File: config.mk
export PLATFORM = sky130hd
export DESIGN_NAME = base64_stream_codec
export DESIGN_NICKNAME = d
export VERILOG_FILES = /design/src/sv/b64sc_pkg.sv /design/src/sv/b64sc_step.sv /design/src/sv/base64_stream_codec.sv
export VERILOG_INCLUDE_DIRS = /design/src /design/src/sv
export SDC_FILE = /design/constraint.sdc
export NUM_CORES = 1
export LEC_CHECK = 0
export BUFFER_PORTS_ARGS = -buffer_cell sky130_fd_sc_hd__buf_2
export CAP_MARGIN = 15
export CORE_UTILIZATION = 55
export DETAILED_ROUTE_END_ITERATION = 7
export PLACE_DENSITY = 0.77
export SLEW_MARGIN = 20
export SYNTH_ARGS = -nofsm -noshare
export SYNTH_HDL_FRONTEND = slang
export SYNTH_HIERARCHICAL = 1
export SYNTH_SLANG_ARGS = --single-unit
File: constraint.sdc
create_clock -name clk_i -period 5 [get_ports clk_i]
set_input_delay 0.25 -clock clk_i [delete_from_list [all_inputs] [get_ports clk_i]]
set_output_delay 0.25 -clock clk_i [all_outputs]
set_load 0.02 [all_outputs]
File: src/sv/base64_stream_codec_macros.svh
// assertion macros shared by the base64 stream codec rtl
// no dependencies; users must have clk_i and rst_ni in scope
`ifndef BASE64_STREAM_CODEC_MACROS_SVH
`define BASE64_STREAM_CODEC_MACROS_SVH

// condition that holds on every clock edge out of reset
`define B64SC_ASSERT(lbl, cond, msg) \
  lbl: assert property (@(posedge clk_i) disable iff (!rst_ni) (cond)) else $error(msg);

// condition that implies another one on the next clock edge
`define B64SC_ASSERT_NEXT(lbl, pre, post, msg) \
  lbl: assert property (@(posedge clk_i) disable iff (!rst_ni) (pre) |=> (post)) \
    else $error(msg);

`endif

File: src/sv/b64sc_pkg.sv
// types, constants and alphabet functions for the base64 stream codec
// no dependencies; imported by b64sc_step and base64_stream_codec
package b64sc_pkg;

  localparam int unsigned MaxRes = 4;
  localparam int unsigned CntW   = $clog2(MaxRes + 1);
  localparam int unsigned IdxW   = $clog2(MaxRes);
  localparam int unsigned AddrW  = 3;

  localparam logic [7:0] CharPad = 8'h3D;  // '='

  localparam logic ModeEncode = 1'b0;
  localparam logic ModeDecode = 1'b1;

  localparam logic [AddrW-1:0] RegMode = 3'd0;

  typedef struct packed {
    logic [1:0]  enc_phase;
    logic [5:0]  enc_carry;
    logic [11:0] dec_acc;
    logic [2:0]  dec_bit_count;
  } state_t;

  typedef struct packed {
    logic [7:0] data;
    logic       dvalid;
    logic       last;
  } res_t;

  typedef res_t [MaxRes-1:0] res_vec_t;

  // 6-bit group to character of the standard alphabet
  function automatic logic [7:0] enc_char(input logic [5:0] v);
    logic [7:0] c;
    if (v < 6'd26) begin
      c = 8'd65 + {2'b00, v};         // 'A'..'Z'
    end else if (v < 6'd52) begin
      c = 8'd71 + {2'b00, v};         // 'a'..'z'
    end else if (v < 6'd62) begin
      c = {2'b00, v} - 8'd4;          // '0'..'9'
    end else if (v == 6'd62) begin
      c = 8'd43;                      // '+'
    end else begin
      c = 8'd47;                      // '/'
    end
    return c;
  endfunction

  // character to {in alphabet, 6-bit value}
  function automatic logic [6:0] dec_value(input logic [7:0] c);
    logic [7:0] v;
    logic       ok;
    ok = 1'b1;
    v  = 8'd0;
    if (c >= 8'd65 && c <= 8'd90) begin
      v = c - 8'd65;
    end else if (c >= 8'd97 && c <= 8'd122) begin
      v = c - 8'd71;
    end else if (c >= 8'd48 && c <= 8'd57) begin
      v = c + 8'd4;
    end else if (c == 8'd43) begin
      v = 8'd62;
    end else if (c == 8'd47) begin
      v = 8'd63;
    end else begin
      ok = 1'b0;
    end
    return {ok, v[5:0]};
  endfunction

endpackage

File: src/sv/b64sc_step.sv
// combinational step: one element in, up to four results and the next state out
// depends on b64sc_pkg
module b64sc_step (
  input  logic                 mode_i,
  input  logic [7:0]           data_i,
  input  logic                 last_i,
  input  b64sc_pkg::state_t    st_i,
  output b64sc_pkg::state_t    st_o,
  output b64sc_pkg::res_vec_t  res_o,
  output logic [b64sc_pkg::CntW-1:0] cnt_o
);
  import b64sc_pkg::*;

  logic [1:0]  ph;
  logic [6:0]  dv;
  logic [11:0] acc_new;
  logic [3:0]  bits;

  always_comb begin
    st_o    = st_i;
    res_o   = '0;
    cnt_o   = '0;
    ph      = (st_i.enc_phase == 2'd3) ? 2'd0 : st_i.enc_phase;
    dv      = dec_value(data_i);
    acc_new = {st_i.dec_acc[5:0], dv[5:0]};
    bits    = {1'b0, st_i.dec_bit_count} + 4'd6;

    if (mode_i == ModeEncode) begin
      case (ph)
        2'd0: begin
          res_o[0]       = '{enc_char(data_i[7:2]), 1'b1, 1'b0};
          st_o.enc_carry = {4'b0000, data_i[1:0]};
          st_o.enc_phase = 2'd1;
          cnt_o          = CntW'(1);
          if (last_i) begin
            res_o[1] = '{enc_char({data_i[1:0], 4'b0000}), 1'b1, 1'b0};
            res_o[2] = '{CharPad, 1'b1, 1'b0};
            res_o[3] = '{CharPad, 1'b1, 1'b1};
            cnt_o    = CntW'(4);
          end
        end
        2'd1: begin
          res_o[0]       = '{enc_char({st_i.enc_carry[1:0], data_i[7:4]}), 1'b1, 1'b0};
          st_o.enc_carry = {2'b00, data_i[3:0]};
          st_o.enc_phase = 2'd2;
          cnt_o          = CntW'(1);
          if (last_i) begin
            res_o[1] = '{enc_char({data_i[3:0], 2'b00}), 1'b1, 1'b0};
            res_o[2] = '{CharPad, 1'b1, 1'b1};
            cnt_o    = CntW'(3);
          end
        end
        default: begin
          res_o[0]       = '{enc_char({st_i.enc_carry[3:0], data_i[7:6]}), 1'b1, 1'b0};
          res_o[1]       = '{enc_char(data_i[5:0]), 1'b1, last_i};
          st_o.enc_carry = '0;
          st_o.enc_phase = 2'd0;
          cnt_o          = CntW'(2);
        end
      endcase
      if (last_i) begin
        st_o.enc_phase = '0;
        st_o.enc_carry = '0;
      end
    end else begin
      if (dv[6]) begin
        if (bits >= 4'd8) begin
          bits     = bits - 4'd8;
          res_o[0] = '{8'(acc_new >> bits[2:0]), 1'b1, last_i};
          cnt_o    = CntW'(1);
        end
        st_o.dec_acc       = acc_new;
        st_o.dec_bit_count = bits[2:0];
      end
      if (last_i) begin
        // end marker when the last element yields no byte
        if (cnt_o == '0) begin
          res_o[0] = '{8'h00, 1'b0, 1'b1};
          cnt_o    = CntW'(1);
        end
        st_o.dec_acc       = '0;
        st_o.dec_bit_count = '0;
      end
    end
  end

endmodule

File: src/sv/base64_stream_codec.sv
// top level of the streaming base64 codec: apb mode register, input stage, result buffer
// depends on b64sc_pkg, b64sc_step and base64_stream_codec_macros.svh
//
//   channel  | direction | handshake                  | payload
//   ---------+-----------+----------------------------+-------------------------------
//   input    | in        | in_valid_i / in_ready_o    | data_in_i, last_in_i
//   output   | out       | out_valid_o / out_ready_i  | data_out_o, data_valid_o, last_out_o
//   config   | in        | psel/penable/pwrite/pready | paddr, pwdata, prdata (mode)
//
// one request enters the input register per cycle while in_ready_o is high; it is then
// expanded into zero to four results held in a four-slot result buffer
// results leave one per cycle while out_ready_i is high; the first result is offered
// once the request has moved from the input register into the result buffer
// the result buffer port is the limit: a request moves on only when the buffer is empty
// or its last pending result is taken; meanwhile the input register holds one request
// and then stalls
// reset clears the input valid, the buffer count, the codec state and mode (encode)
`include "base64_stream_codec_macros.svh"

module base64_stream_codec (
  input  logic        clk_i,
  input  logic        rst_ni,
  // input channel
  input  logic        in_valid_i,
  output logic        in_ready_o,
  input  logic [7:0]  data_in_i,
  input  logic        last_in_i,
  // output channel
  output logic        out_valid_o,
  input  logic        out_ready_i,
  output logic [7:0]  data_out_o,
  output logic        data_valid_o,
  output logic        last_out_o,
  // configuration port
  input  logic        psel,
  input  logic        penable,
  input  logic        pwrite,
  input  logic [b64sc_pkg::AddrW-1:0] paddr,
  input  logic [31:0] pwdata,
  output logic [31:0] prdata,
  output logic        pready
);
  import b64sc_pkg::*;

  // mode register
  logic mode_q, mode_d;
  logic reg_sel;

  assign pready  = 1'b1;
  assign reg_sel = (paddr[AddrW-1] == RegMode[AddrW-1]);   // word index 0
  assign prdata  = reg_sel ? {31'b0, mode_q} : 32'b0;

  always_comb begin
    mode_d = mode_q;
    if (psel && penable && pwrite && pready && reg_sel) begin
      mode_d = pwdata[0];
    end
  end

  // input register
  logic       in_vld_q, in_vld_d;
  logic [7:0] in_data_q;
  logic       in_last_q;

  // result buffer
  res_vec_t          res_q;
  logic [CntW-1:0]   rem_q, rem_d;
  logic [IdxW-1:0]   idx_q, idx_d;

  // codec state
  state_t st_q, st_d;

  // step outputs
  state_t            st_nxt;
  res_vec_t          res_nxt;
  logic [CntW-1:0]   cnt_nxt;

  logic take;   // output request accepted
  logic move;   // input register advances into the result buffer

  b64sc_step u_step (
    .mode_i (mode_q),
    .data_i (in_data_q),
    .last_i (in_last_q),
    .st_i   (st_q),
    .st_o   (st_nxt),
    .res_o  (res_nxt),
    .cnt_o  (cnt_nxt)
  );

  assign out_valid_o  = (rem_q != '0);
  assign data_out_o   = res_q[idx_q].data;
  assign data_valid_o = res_q[idx_q].dvalid;
  assign last_out_o   = res_q[idx_q].last;

  assign take = out_valid_o && out_ready_i;
  // buffer free now, or its final result leaves this cycle
  assign move = in_vld_q && ((rem_q == '0) || ((rem_q == CntW'(1)) && out_ready_i));

  assign in_ready_o = !in_vld_q || move;

  always_comb begin
    in_vld_d = in_vld_q;
    rem_d    = rem_q;
    idx_d    = idx_q;
    st_d     = st_q;
    if (move) begin
      rem_d = cnt_nxt;
      idx_d = '0;
      st_d  = st_nxt;
    end else if (take) begin
      rem_d = rem_q - CntW'(1);
      idx_d = idx_q + IdxW'(1);
    end
    if (in_valid_i && in_ready_o) begin
      in_vld_d = 1'b1;
    end else if (move) begin
      in_vld_d = 1'b0;
    end
  end

  always_ff @(posedge clk_i or negedge rst_ni) begin
    if (!rst_ni) begin
      mode_q   <= ModeEncode;
      in_vld_q <= 1'b0;
      rem_q    <= '0;
      idx_q    <= '0;
      st_q     <= '0;
    end else begin
      mode_q   <= mode_d;
      in_vld_q <= in_vld_d;
      rem_q    <= rem_d;
      idx_q    <= idx_d;
      st_q     <= st_d;
    end
  end

  // payload registers, no reset
  always_ff @(posedge clk_i) begin
    if (in_valid_i && in_ready_o) begin
      in_data_q <= data_in_i;
      in_last_q <= last_in_i;
    end
    if (move) begin
      res_q <= res_nxt;
    end
  end

  // checks
  `B64SC_ASSERT(a_rem_range, rem_q <= CntW'(MaxRes), "result count over buffer depth")
  `B64SC_ASSERT(a_slot_range, ({1'b0, idx_q} + rem_q) <= (CntW+1)'(MaxRes), "result index past buffer end")
  `B64SC_ASSERT(a_last_final, !(out_valid_o && last_out_o) || (rem_q == CntW'(1)), "last flag before final slot")
  `B64SC_ASSERT_NEXT(a_drain, take && !move && (rem_q == CntW'(1)), !out_valid_o, "buffer not empty after final take")

endmodule

==> flow_metrics.tcl <==
set metrics [dict create \
    num_antenna_cells 0 \
    root_buffer "clkbuf_16" \
    clockBufferDepth 2 \
    post-route-period-util_pct 80.3 \
    leakage_nw 2.56 \
    slew_headroom_pct 31.1 \
    dp_cells 829 \
    worst_pin_slew_ns 1.02 \
    endpoint_kind "flip-flop" \
    cts_tree "built" \
    cp_max_fo 14 \
    nets 784 \
    htree_levels 3 \
    rows 38 \
    io_pins 96 \
    yosysWarnings 6 \
    worstSetupPathType "reg2reg" \
    status "finished clean" \
    worstSkewPairLatency_ns 0.34 \
    finalSetupTns_ns 0 \
    syn2layout_area_growth_pct 4.50 \
    grt_pass1_wl_um 27800 \
    fill_cells 974 \
    r2r_slack_ns 0.99 \
    ant_nets 0 \
    die_w_um 110 \
    route.final.wire_length_um 17700 \
    vias_per_cell 6.80 \
    peakVddDrop_mv 0.380 \
    initial_utilization_pct 57.5 \
    gp_congestion 0.947 \
    place.port_buffers 30 \
    drc 0 \
    grt_max_degree 60 \
    dieArea_mm2 0.0120 \
    max_cap_viol_count 0 \
    cts_resized 0 \
    clkTransAtPathRegs_ns 0.06 \
    worstPathRequired_ns 5.07 \
    dr.pass1.iters 6 \
    final-hold-violation-count 0 \
    grt_pass1_vias 5173 \
    coreArea_mm2 0.0111 \
    powerDensity_mw_per_mm2 616 \
    drt_iter0_markers 715 \
    startpoint_type "flip-flop" \
    period_minus_slack_ns 4.01 \
    wl_per_cell_um 20.9 \
    maxSlewViolCount 0 \
    skew_ns 0.00941 \
    syn_area_mm2 0.00637 \
    cts.sink_count 71 \
    overflow 0 \
    fmax_ghz 0.249 \
    drive_above_1_share_pct 13.9 \
    grt_usage_pct 30.6 \
    antenna_found_initial 0 \
    avgSynthCellArea_um2 8.85 \
    synthCells 720 \
    setup_viol 0 \
    rsz0062_at_grt "no" \
    post-dp-hpwl_um 12400 \
    numCtsBuffers 9 \
    worst_hold_path_type "in2reg" \
    finalNonFillerCells 846 \
    die_height_um 110 \
    dr_total_vias 5754 \
    cp_data_arrival_time_ns 4.09 \
]
where the power goes:
part | switching (mW) | leakage, nW | total [mW] | internal (mW)
Sequential | 0.257 | 0.753 | 1.21 | 0.949
Combinational | 1.32 | 1.64 | 2.13 | 0.808
Clock | 0.272 | 0.173 | 0.767 | 0.495
Total | 1.85 | 2.56 | 4.10 | 2.25
timing repair:
action	CTS	global route
hold buffers	1	0
buffers inserted	0	0
endpoints found under the hold margin	22	0
flip-flops by register name, indices dropped and copies added (netlist names):
| register | flops |
|---|---|
| in_vld_q | 1 |
| rem_q | 3 |
| st_q | 15 |
| idx_q | 2 |
| res_q | 40 |
| in_last_q | 1 |
| in_data_q | 8 |
| mode_q | 1 |
layout by cell type, fill, tap and decap left out, types with 9 or more instances in the layout:
| cell | n |
|---|---|
| a211oi_1 | 10 |
| a21oi_1 | 43 |
| a221oi_1 | 10 |
| a31oi_1 | 13 |
| buf_2 | 30 |
| buf_4 | 11 |
| clkbuf_16 | 9 |
| conb_1 | 38 |
| dfrtp_1 | 22 |
| edfxtp_1 | 49 |
| ha_1 | 32 |
| inv_1 | 29 |
| mux2_2 | 20 |
| mux4_2 | 12 |
| nand2_1 | 56 |
| nand2b_1 | 9 |
| nand3_1 | 27 |
| nor2_1 | 47 |
| nor2b_1 | 10 |
| nor3_1 | 22 |
| o21ai_0 | 36 |
| o22ai_1 | 10 |
| xnor2_1 | 11 |
critical path, stage by stage, from the launching register on:
cell and delay (ns):
edfxtp_1 0.74, inv_1 0.29, ha_1 0.33, nor2b_1 0.22
o211ai_1 0.22, a31oi_1 0.44, and3_1 0.49, nor2b_1 0.09
buf_4 0.17, nand2b_1 0.25, nor2_1 0.11, a221o_1 0.40
worst paths after layout:
path	cells after the start	end	from
max	11	res_q[3]$_DFFE_PP_	in_data_q[1]$_DFFE_PP_
min	1	in_data_q[3]$_DFFE_PP_	data_in_i[3]
max reg2reg	11	res_q[3]$_DFFE_PP_	in_data_q[1]$_DFFE_PP_
min reg2reg	1	rem_q[1]$_DFFE_PN0P_	rem_q[1]$_DFFE_PN0P_
max in group asynchronous	2	st_q[22]$_DFFE_PN0P_	rst_ni
min in group asynchronous	2	rem_q[1]$_DFFE_PN0P_	rst_ni
metrics by stage:
| step | power (mW) | util (%) | hold WS [ns] | cell area [um2] | setup slack (ns) |
|---|---|---|---|---|---|
| after global placement | 3.21 | 56.8 | 0.242 | 6300 | 1.15 |
| after detailed placement | 3.28 | 56.8 | 0.257 | 6300 | 1.11 |
| after floorplan | 2.78 | - | -0.0456 | 6500 | 1.47 |
| after CTS | 4.06 | 60.1 | 0.0785 | 6660 | 1.12 |
| final | 4.10 | 60.1 | 0.0861 | 6660 | 0.986 |
| after global routing | 4.35 | 60.1 | 0.0789 | 6660 | 0.843 |
area by class of cell:
cell class	instances	area [um2]	share of cell area, %
inverters	31	116	1.75
well taps	140	175	2.63
flip-flops and latches	71	2020	30.4
repair buffers	42	243	3.65
clock buffers	9	225	3.38
multi-input cells	546	3750	56.3
clock inverters	7	128	1.92
layer usage:
layer,global-route usage (%),vias up,share of wire (%),routed length [um]
met5,0,-,0,0
met4,13.3,0,3.4,602
met3,5.04,55,8.7,1540
met2,48.9,345,47,8270
met1,40.7,2771,41,7290
li1,-,2583,-,-
No activity file was read; power rests on OpenSTA's default activity.
